===== src/ffh_pkg.sv =====
package ffh_pkg;
	localparam int MAX_BLOCKS_D = 64;
	localparam int HEAP_BYTES_D = 65536;
	localparam int HEADER_BYTES_D = 32;
	localparam int ALIGN_BYTES_D = 8;
	localparam int ADDR_W = 16;
	localparam int LIM_W = 17;
	localparam int CNT_W = 7;

	typedef enum logic [1:0] {
		OP_ALLOC = 2'd0,
		OP_MARK = 2'd1,
		OP_SWEEP = 2'd2,
		OP_NONE = 2'd3
	} op_t;

	typedef enum logic [1:0] {
		ST_OK = 2'd0,
		ST_ZERO = 2'd1,
		ST_OOM = 2'd2,
		ST_MISS = 2'd3
	} status_t;

	localparam logic [1:0] REG_HEAP_LIMIT = 2'd0;

	typedef struct packed {
		logic [ADDR_W-1:0] start;
		logic [ADDR_W-1:0] size;
		logic free;
		logic marked;
	} entry_t;

	// command broadcast to every cell for one pass of the chain
	typedef struct packed {
		logic shift;
		logic sweep;
		logic mark;
		logic grant;
		logic split;
		logic append;
	} cell_ctl_t;
endpackage


===== src/ffh_if.sv =====
interface ffh_in_if import ffh_pkg::*; ();
	logic valid;
	logic ready;
	logic [1:0] op;
	logic [ADDR_W-1:0] request_size;
	logic [ADDR_W-1:0] candidate_address;
	modport source(output valid, op, request_size, candidate_address, input ready);
	modport sink(input valid, op, request_size, candidate_address, output ready);
endinterface

interface ffh_out_if import ffh_pkg::*; ();
	logic valid;
	logic ready;
	logic [1:0] status;
	logic [ADDR_W-1:0] payload_address;
	logic [CNT_W-1:0] freed_count;
	modport source(output valid, status, payload_address, freed_count, input ready);
	modport sink(input valid, status, payload_address, freed_count, output ready);
endinterface


===== src/ffh_cell.sv =====
// A table entry. The chain moves one place per cycle while shift is high;
// the head entry is examined and rewritten by the controller in passing.
module ffh_cell import ffh_pkg::*; (
	input logic clk,
	input logic shift,
	input entry_t prev,
	output entry_t cur
);
	entry_t e_q;

	always_ff @(posedge clk) begin
		if (shift) begin
			e_q <= prev;
		end
	end

	assign cur = e_q;
endmodule


===== src/first_fit_heap_with_mark_sweep.sv =====
// First-fit heap allocator with mark and sweep.
// Channels: in_w (op, request_size, candidate_address) and out_w (status,
// payload_address, freed_count), valid/ready; a word moves when both high.
// Config: APB write to address 0 sets heap_limit (17 bits, reset 65536).
// The table is a ring of MAX_BLOCKS cells that rotates by one entry each
// cycle during a scan; the controller sees only the head cell. Every item
// scans for one full revolution of the ring in S_SCAN, then finishes in
// S_FIN and holds its result in S_OUT. One item is in work at a time: the
// next word is taken only once the block is back in S_IDLE.
// A split inserts an entry: during that revolution the cells behind the
// split point are held back one place by a one-entry carry register.
// A new block is written into the first unused slot as it passes the head.
// Reset empties the table (block count and heap top to zero). While the
// result is not taken, the block holds it and accepts no new word.
module first_fit_heap_with_mark_sweep import ffh_pkg::*; #(
	parameter int MAX_BLOCKS = MAX_BLOCKS_D,
	parameter int HEAP_BYTES = HEAP_BYTES_D,
	parameter int HEADER_BYTES = HEADER_BYTES_D,
	parameter int ALIGN_BYTES = ALIGN_BYTES_D
) (
	input logic clk,
	input logic arst_n,
	ffh_in_if.sink in_w,
	ffh_out_if.source out_w,
	input logic psel,
	input logic penable,
	input logic pwrite,
	input logic [1:0] paddr,
	input logic [31:0] pwdata,
	output logic [31:0] prdata,
	output logic pready
);
	localparam int IW = $clog2(MAX_BLOCKS);
	localparam int BW = $clog2(MAX_BLOCKS + 1);
	localparam int AL_W = (ALIGN_BYTES > 1) ? $clog2(ALIGN_BYTES) : 1;
	localparam logic [LIM_W-1:0] HDR = LIM_W'(HEADER_BYTES);
	localparam logic [LIM_W-1:0] ALG = LIM_W'(ALIGN_BYTES);
	localparam logic [LIM_W-1:0] HEAPC = (HEAP_BYTES < 65536) ?
		LIM_W'(HEAP_BYTES) : LIM_W'(65536);
	localparam logic [BW-1:0] MAXB = BW'(MAX_BLOCKS);
	localparam logic [IW:0] LASTI = (IW+1)'(MAX_BLOCKS - 1);

	typedef enum logic [3:0] {
		S_IDLE = 4'b0001,
		S_SCAN = 4'b0010,
		S_FIN = 4'b0100,
		S_OUT = 4'b1000
	} state_t;

	state_t state_q;
	logic [LIM_W-1:0] limit_q, top_q, need_q;
	logic [BW-1:0] count_q;
	logic [IW:0] idx_q;
	logic [1:0] op_q;
	logic [ADDR_W-1:0] cand_q;
	logic done_q, carry_v_q, zero_q;
	entry_t carry_q;
	logic [1:0] status_q;
	logic [ADDR_W-1:0] paddr_q;
	logic [CNT_W-1:0] freed_q;

	entry_t cell_out [MAX_BLOCKS];
	entry_t head, wb;
	logic live, ins, shift;
	logic [LIM_W-1:0] left;
	logic [LIM_W-1:0] rounded, eff_lim;
	logic [LIM_W:0] grow;
	logic over, app;
	entry_t app_e;

	assign pready = 1'b1;
	assign prdata = (paddr == REG_HEAP_LIMIT) ? {15'd0, limit_q} : 32'd0;

	// rounding of request size to the alignment
	always_comb begin
		rounded = LIM_W'(in_w.request_size) + ALG - LIM_W'(1);
		rounded[AL_W-1:0] = (ALIGN_BYTES > 1) ? '0 : rounded[AL_W-1:0];
		eff_lim = (limit_q < HEAPC) ? limit_q : HEAPC;
	end

	// growth at the heap top
	assign grow = {1'b0, top_q} + {1'b0, HDR} + {1'b0, need_q};
	assign over = grow > {1'b0, eff_lim};
	assign app_e = '{start: top_q[ADDR_W-1:0], size: need_q[ADDR_W-1:0],
		free: 1'b0, marked: 1'b0};
	assign app = (state_q == S_SCAN) && op_t'(op_q) == OP_ALLOC && !done_q &&
		idx_q == (IW+1)'(count_q) && !over;

	assign head = carry_v_q ? carry_q : cell_out[0];
	assign live = (state_q == S_SCAN) && ({1'b0, idx_q} < {1'b0, count_q});
	assign left = LIM_W'(head.size) - need_q;
	assign shift = (state_q == S_SCAN);

	// rewrite of the head entry; ins inserts the split remainder behind it
	always_comb begin
		wb = head;
		ins = 1'b0;
		if (live && !done_q) begin
			case (op_t'(op_q))
				OP_ALLOC: begin
					if (head.free && LIM_W'(head.size) >= need_q) begin
						wb.free = 1'b0;
						wb.marked = 1'b0;
						if (left >= HDR + ALG && count_q < MAXB) begin
							wb.size = need_q[ADDR_W-1:0];
							ins = 1'b1;
						end
					end
				end
				OP_MARK: begin
					if (LIM_W'(head.start) + HDR == LIM_W'(cand_q) && !head.free &&
						LIM_W'(cand_q) < top_q) begin
						wb.marked = 1'b1;
					end
				end
				default: ;
			endcase
		end
		if (live && op_t'(op_q) == OP_SWEEP && !head.free) begin
			wb.free = !head.marked;
			wb.marked = 1'b0;
		end
		if (app) begin
			wb = app_e;
		end
	end

	// ring: cell 0 is head; head result enters the tail
	for (genvar g = 0; g < MAX_BLOCKS; g++) begin : g_cell
		entry_t nxt;
		if (g == MAX_BLOCKS - 1) begin : g_tail
			assign nxt = wb;
		end else begin : g_mid
			assign nxt = cell_out[g+1];
		end
		ffh_cell u_cell (
			.clk(clk),
			.shift(shift),
			.prev(nxt),
			.cur(cell_out[g])
		);
	end

	assign in_w.ready = (state_q == S_IDLE);
	assign out_w.valid = (state_q == S_OUT);
	assign out_w.status = status_q;
	assign out_w.payload_address = paddr_q;
	assign out_w.freed_count = freed_q;

	always_ff @(posedge clk or negedge arst_n) begin
		if (!arst_n) begin
			state_q <= S_IDLE;
			limit_q <= LIM_W'(65536);
			top_q <= '0;
			count_q <= '0;
			idx_q <= '0;
			done_q <= 1'b0;
			carry_v_q <= 1'b0;
			zero_q <= 1'b0;
		end else begin
			if (psel && penable && pwrite && paddr == REG_HEAP_LIMIT) begin
				limit_q <= pwdata[LIM_W-1:0];
			end
			case (state_q)
				S_IDLE: begin
					if (in_w.valid) begin
						op_q <= in_w.op;
						cand_q <= in_w.candidate_address;
						need_q <= rounded;
						zero_q <= (in_w.request_size == '0);
						idx_q <= '0;
						done_q <= (in_w.op == OP_ALLOC && in_w.request_size == '0);
						status_q <= ST_OK;
						paddr_q <= '0;
						freed_q <= '0;
						carry_v_q <= 1'b0;
						state_q <= S_SCAN;
					end
				end
				S_SCAN: begin
					// a pending carry entry takes the head's place; the real
					// head waits in the carry register until it is passed on
					if (ins) begin
						carry_q <= '{start: head.start + HDR[ADDR_W-1:0] + need_q[ADDR_W-1:0],
							size: left[ADDR_W-1:0] - HDR[ADDR_W-1:0], free: 1'b1, marked: 1'b0};
						carry_v_q <= 1'b1;
					end else if (carry_v_q) begin
						carry_q <= cell_out[0];
					end
					if (live && !done_q && op_t'(op_q) == OP_ALLOC && head.free &&
						LIM_W'(head.size) >= need_q) begin
						done_q <= 1'b1;
						paddr_q <= head.start + HDR[ADDR_W-1:0];
						if (ins) count_q <= count_q + BW'(1);
					end
					if (live && !done_q && op_t'(op_q) == OP_MARK &&
						wb.marked && !head.marked) begin
						done_q <= 1'b1;
					end else if (live && !done_q && op_t'(op_q) == OP_MARK &&
						LIM_W'(head.start) + HDR == LIM_W'(cand_q) && !head.free &&
						LIM_W'(cand_q) < top_q) begin
						done_q <= 1'b1;
					end
					if (live && op_t'(op_q) == OP_SWEEP && !head.free && !head.marked &&
						freed_q != '1) begin
						freed_q <= freed_q + CNT_W'(1);
					end
					idx_q <= idx_q + 1'b1;
					if (idx_q == LASTI) begin
						state_q <= S_FIN;
					end
				end
				S_FIN: begin
					carry_v_q <= 1'b0;
					case (op_t'(op_q))
						OP_ALLOC: begin
							if (zero_q) begin
								status_q <= ST_ZERO;
							end else if (!done_q) begin
								if (count_q >= MAXB || over) begin
									status_q <= ST_OOM;
								end else begin
									paddr_q <= top_q[ADDR_W-1:0] + HDR[ADDR_W-1:0];
									top_q <= grow[LIM_W-1:0];
									count_q <= count_q + BW'(1);
								end
							end
						end
						OP_MARK: begin
							if (!done_q) status_q <= ST_MISS;
						end
						default: ;
					endcase
					state_q <= S_OUT;
				end
				S_OUT: begin
					if (out_w.ready) state_q <= S_IDLE;
				end
				default: state_q <= S_IDLE;
			endcase
		end
	end

	assert property (@(posedge clk) disable iff (!arst_n)
		out_w.valid && !out_w.ready |=> out_w.valid)
		else $error("result dropped");
	assert property (@(posedge clk) disable iff (!arst_n)
		count_q <= MAXB)
		else $error("count overflow");
	assert property (@(posedge clk) disable iff (!arst_n)
		top_q <= LIM_W'(65536))
		else $error("heap top overflow");
endmodule


===== src/flat_wrapper.sv =====
// flat-port wrapper written by rule: the top's interface ports become plain ports
module first_fit_heap_with_mark_sweep_flat import ffh_pkg::*;
#(
	parameter int MAX_BLOCKS = MAX_BLOCKS_D,
	parameter int HEAP_BYTES = HEAP_BYTES_D,
	parameter int HEADER_BYTES = HEADER_BYTES_D,
	parameter int ALIGN_BYTES = ALIGN_BYTES_D
)
  (clk, arst_n, psel, penable, pwrite, paddr, pwdata, prdata, pready, in_w_valid, in_w_op, in_w_request_size, in_w_candidate_address, in_w_ready, out_w_valid, out_w_status, out_w_payload_address, out_w_freed_count, out_w_ready);
  ffh_in_if in_w_i ();
  ffh_out_if out_w_i ();
  input logic clk;
  input logic arst_n;
  input logic psel;
  input logic penable;
  input logic pwrite;
  input logic [1:0] paddr;
  input logic [31:0] pwdata;
  output logic [31:0] prdata;
  output logic pready;
  input wire logic [$bits(in_w_i.valid)-1:0] in_w_valid;
  input wire logic [$bits(in_w_i.op)-1:0] in_w_op;
  input wire logic [$bits(in_w_i.request_size)-1:0] in_w_request_size;
  input wire logic [$bits(in_w_i.candidate_address)-1:0] in_w_candidate_address;
  output wire logic [$bits(in_w_i.ready)-1:0] in_w_ready;
  output wire logic [$bits(out_w_i.valid)-1:0] out_w_valid;
  output wire logic [$bits(out_w_i.status)-1:0] out_w_status;
  output wire logic [$bits(out_w_i.payload_address)-1:0] out_w_payload_address;
  output wire logic [$bits(out_w_i.freed_count)-1:0] out_w_freed_count;
  input wire logic [$bits(out_w_i.ready)-1:0] out_w_ready;
  assign in_w_i.valid = in_w_valid;
  assign in_w_i.op = in_w_op;
  assign in_w_i.request_size = in_w_request_size;
  assign in_w_i.candidate_address = in_w_candidate_address;
  assign in_w_ready = in_w_i.ready;
  assign out_w_valid = out_w_i.valid;
  assign out_w_status = out_w_i.status;
  assign out_w_payload_address = out_w_i.payload_address;
  assign out_w_freed_count = out_w_i.freed_count;
  assign out_w_i.ready = out_w_ready;
  first_fit_heap_with_mark_sweep #(.MAX_BLOCKS(MAX_BLOCKS), .HEAP_BYTES(HEAP_BYTES), .HEADER_BYTES(HEADER_BYTES), .ALIGN_BYTES(ALIGN_BYTES)) u_core (.clk(clk), .arst_n(arst_n), .in_w(in_w_i), .out_w(out_w_i), .psel(psel), .penable(penable), .pwrite(pwrite), .paddr(paddr), .pwdata(pwdata), .prdata(prdata), .pready(pready));
endmodule

===== config.mk =====
export PLATFORM = sky130hd
export DESIGN_NAME = first_fit_heap_with_mark_sweep_flat
export DESIGN_NICKNAME = d
export VERILOG_FILES = /design/src/ffh_pkg.sv /design/src/ffh_if.sv /design/src/ffh_cell.sv /design/src/first_fit_heap_with_mark_sweep.sv /design/src/flat_wrapper.sv
export SDC_FILE = /design/constraint.sdc
export NUM_CORES = 2
export LEC_CHECK = 0
export BUFFER_PORTS_ARGS = -buffer_cell sky130_fd_sc_hd__buf_4
export CORE_ASPECT_RATIO = 0.9
export CORE_MARGIN = 5
export CORE_UTILIZATION = 43
export DETAILED_ROUTE_END_ITERATION = 7
export GPL_ROUTABILITY_DRIVEN = 0
export PLACE_DENSITY = 0.63
export SYNTH_ARGS = -nofsm -noshare
export SYNTH_HDL_FRONTEND = slang
export SYNTH_SLANG_ARGS = --single-unit

===== constraint.sdc =====
create_clock -name clk -period 62.7 [get_ports clk]
set_clock_uncertainty 0.15 [all_clocks]
set_input_delay 15.675 -clock clk [delete_from_list [all_inputs] [get_ports clk]]
set_output_delay 15.675 -clock clk [all_outputs]
set_load 0.03 [all_outputs]

==> impl_metrics.env <==
export IMPL_synthCells=3288
export IMPL_crit_end="prdata[13]"
export IMPL_h_tree_depth=4
export IMPL_die_y_um=409
export IMPL_post_cts_setup_buffer_count=0
export IMPL_arrival_ps=16490
export IMPL_grt_pass1_wl_um=166000
export IMPL_antenna_left=0
export IMPL_synth_seq_cells=2319
export IMPL_path_class="input port to output pin"
export IMPL_synthFlopType="edfxtp_1"
export IMPL_cts_root_buf="clkbuf_16"
export IMPL_postSynthAreaPerCell_um2=23.1
export IMPL_rsz0062_at_grt="false"
export IMPL_max_freq_ghz=0.0309
export IMPL_final_hold_violation_count=0
export IMPL_num_vias=29300
export IMPL_regArea_mm2=0.0694
export IMPL_n_fill_cell=13900
export IMPL_r2r_cells=20
export IMPL_synth_area_mm2=0.0760
export IMPL_yosys_warnings=0
export IMPL_routed_wl_um=110000
export IMPL_startpoint="paddr[1]"
export IMPL_final_setup_viol_count=0
export IMPL_post_route_period_util_pct=51.5
export IMPL_p_per_area_mw_per_mm2=41.4
export IMPL_route_detailed_drc=0
export IMPL_crit_required_ps=46870
export IMPL_holdBufCountCts=0
export IMPL_numPortBuffers=103
export IMPL_slew_headroom_pct=11.6
export IMPL_io_pins=135
export IMPL_clk_pin_slew_worst_paths_ps=60
export IMPL_hold_path_class="register to register"
export IMPL_irDropWorstVdd_mv=0.0338
export IMPL_wire_per_inst_um=17.9
export IMPL_first_pass_iters=5
export IMPL_grt_total_usage_pct=11.6
export IMPL_reg2reg_from="u_core.need_q[4]"
export IMPL_mostFrequentLayoutCells="edfxtp_1 (2267), clkbuf_16 (212), buf_4 (127)"
export IMPL_core_mm2=0.176
export IMPL_first_global_vias=28400
export IMPL_critPathSlowestCell="buf_4"
export IMPL_critPathLaunchType="input port"
export IMPL_antenna_found_initial=5
export IMPL_crit_top_cell="buf_4"
export IMPL_reg2reg_slack_ps=56590
export IMPL_area_growth_pct=13.9
export IMPL_cts_buffer_depth=3
export IMPL_cap_viol_max_count=0
export IMPL_outcome="finished clean"
export IMPL_end_kind="output pin"
export IMPL_fin_nets=3765
export IMPL_clock_latency_ps=820
export IMPL_grt_max_degree=221
export IMPL_drive_gt1_share_pct=13.1
export IMPL_cts_resized_gates=0
export IMPL_overflow=0
export IMPL_viasPerCell=4.78
export IMPL_cts_sinks=2319
export IMPL_num_rows=146
export IMPL_start_util_pct=43.2
export IMPL_numCtsBuffers=212
export IMPL_cp_max_fo=18
export IMPL_period_needed_ps=32310
export IMPL_synth_edf_count=2267
export IMPL_slowest_delay_ps=250
export IMPL_synthArstFlopShare_pct=2.24
export IMPL_die_w_um=453
export IMPL_drt_iter0_markers=2829
export IMPL_path_cells="buf_4 > nor2_1 > buf_4 > and2_1 > buf_4"
export IMPL_slew_violations=0
export IMPL_layout_commonest_cell="edfxtp_1"
export IMPL_leakagePower_nw=26.6
export IMPL_dieArea_mm2=0.185
export IMPL_cts_tree="done"
export IMPL_multiInputGateArea_mm2=0.00617
export IMPL_ys_seq_area_share_pct=91.2
export IMPL_netlist_cell_type_count=76
export IMPL_total_power_mw=3.59
export IMPL_dp_hpwl_um=61900
export IMPL_r2r_end="u_core.g_cell[63].u_cell.cur[5]"
export IMPL_worst_pin_slew_ps=1330
export IMPL_fin_setup_tns_ps=0
worst min-delay path by stage:
stage / startpoint / to / slack [ps] / cells after the start
2_1_floorplan: u_core.g_cell[1].u_cell.cur[0] / u_core.g_cell[0].u_cell.cur[0] / 250 / 0
3_3_place_gp: u_core.g_cell[25].u_cell.cur[11] / u_core.g_cell[24].u_cell.cur[11] / 250 / 0
3_5_place_dp: u_core.g_cell[1].u_cell.cur[32] / u_core.g_cell[0].u_cell.cur[32] / 250 / 0
4_1_cts: u_core.g_cell[51].u_cell.cur[23] / u_core.g_cell[50].u_cell.cur[23] / 220 / 0
5_1_grt: u_core.g_cell[51].u_cell.cur[30] / u_core.g_cell[50].u_cell.cur[30] / 240 / 0
6_report: u_core.g_cell[51].u_cell.cur[30] / u_core.g_cell[50].u_cell.cur[30] / 230 / 0
where the power goes:
part           leakage, nW  internal (mW)  switching (mW)
logic                 3.55         0.0450           0.200
registers             19.7           2.04          0.0641
clock network         3.29          0.693           0.542
layer usage:
layer	up-vias	global-route usage (%)	routed length (um)
met5	-	0	0
met1	14900	17.2	52900
met2	621	16.0	46300
met3	217	3.21	6440
li1	13600	-	-
met4	0	5.11	4380
critical path, delay by kind of cell:
| family | cells | cell delay, ps |
|---|---|---|
| and+or+nand+nor | 2 | 280 |
| buffers and inverters | 3 | 520 |
through the flow:
stage | setup slack (ps) | cell area, um^2 | instances | hold WS, ps | util (%)
floorplan | 6710 | 76100 | 3302 | 250 | -
global placement | 30340 | 79800 | 5748 | 251 | 45.4
detailed placement | 30380 | 79800 | 5748 | 255 | 45.4
CTS | 30370 | 86600 | 6140 | 224 | 49.2
global route | 30310 | 86600 | 6141 | 242 | 49.2
finish | 30390 | 86600 | 6143 | 232 | 49.2
state kept, by name, summed over array words and instances (netlist names), 4 cells and up:
register / count
u_core.count_q: 7
u_core.carry_q: 34
u_core.g_cell.u_cell.cur: 2176
u_core.out_w.freed_count: 7
u_core.limit_q: 17
u_core.out_w.payload_address: 16
u_core.cand_q: 16
u_core.idx_q: 7
u_core.top_q: 14
u_core.state_q: 4
u_core.need_q: 14
synth_stat cells (all sizes together), types with 7 or more instances:
cell    count  share of area [%]
mux2       50               0.76
o21a        9              0.089
xor2       29               0.33
ha         93                1.5
and2       22               0.18
a21oi      64               0.42
mux2i      21               0.28
nor4        9              0.074
a21o       14               0.14
and3        9              0.074
buf        41               0.35
nand2b      9              0.074
or4         7              0.069
nand2     106               0.54
inv        67               0.33
edfxtp   2267                 90
nor2       72               0.36
nand4       9              0.074
nand3      40               0.26
xnor2      67               0.77
dfrtp      50                1.6
o21ai      70               0.46
clkbuf     13              0.064
nor2b      17               0.15
nor3       18               0.12
kinds of logic (layout without fill, tap and decap cells):
| family | Yosys count | after routing | share of synthesized area, % |
|---|---|---|---|
| muxes | 71 | 71 | 1.04 |
| xor gates and xnor gates | 96 | 96 | 1.11 |
| buffers and inverters | 121 | 591 | 0.744 |
| adders and majority gates | 96 | 96 | 1.61 |
| other | 2 | 19 | 0.00988 |
| AOI/OAI and AO/OA | 232 | 232 | 1.94 |
| DFF | 2319 | 2319 | 91.2 |
| and+or+nand+nor | 351 | 351 | 2.32 |
final cells by class:
class	instances	share of cell area, %
sequential	2319	80.1
multi-input combinational	862	7.12
clock buffer	258	6.32
tap	2368	3.42
clock inverter	134	1.51
timing repair buffer	132	1.22
inverter	67	0.299
antenna	3	0.00867
No activity file was read; power rests on OpenSTA's default activity.
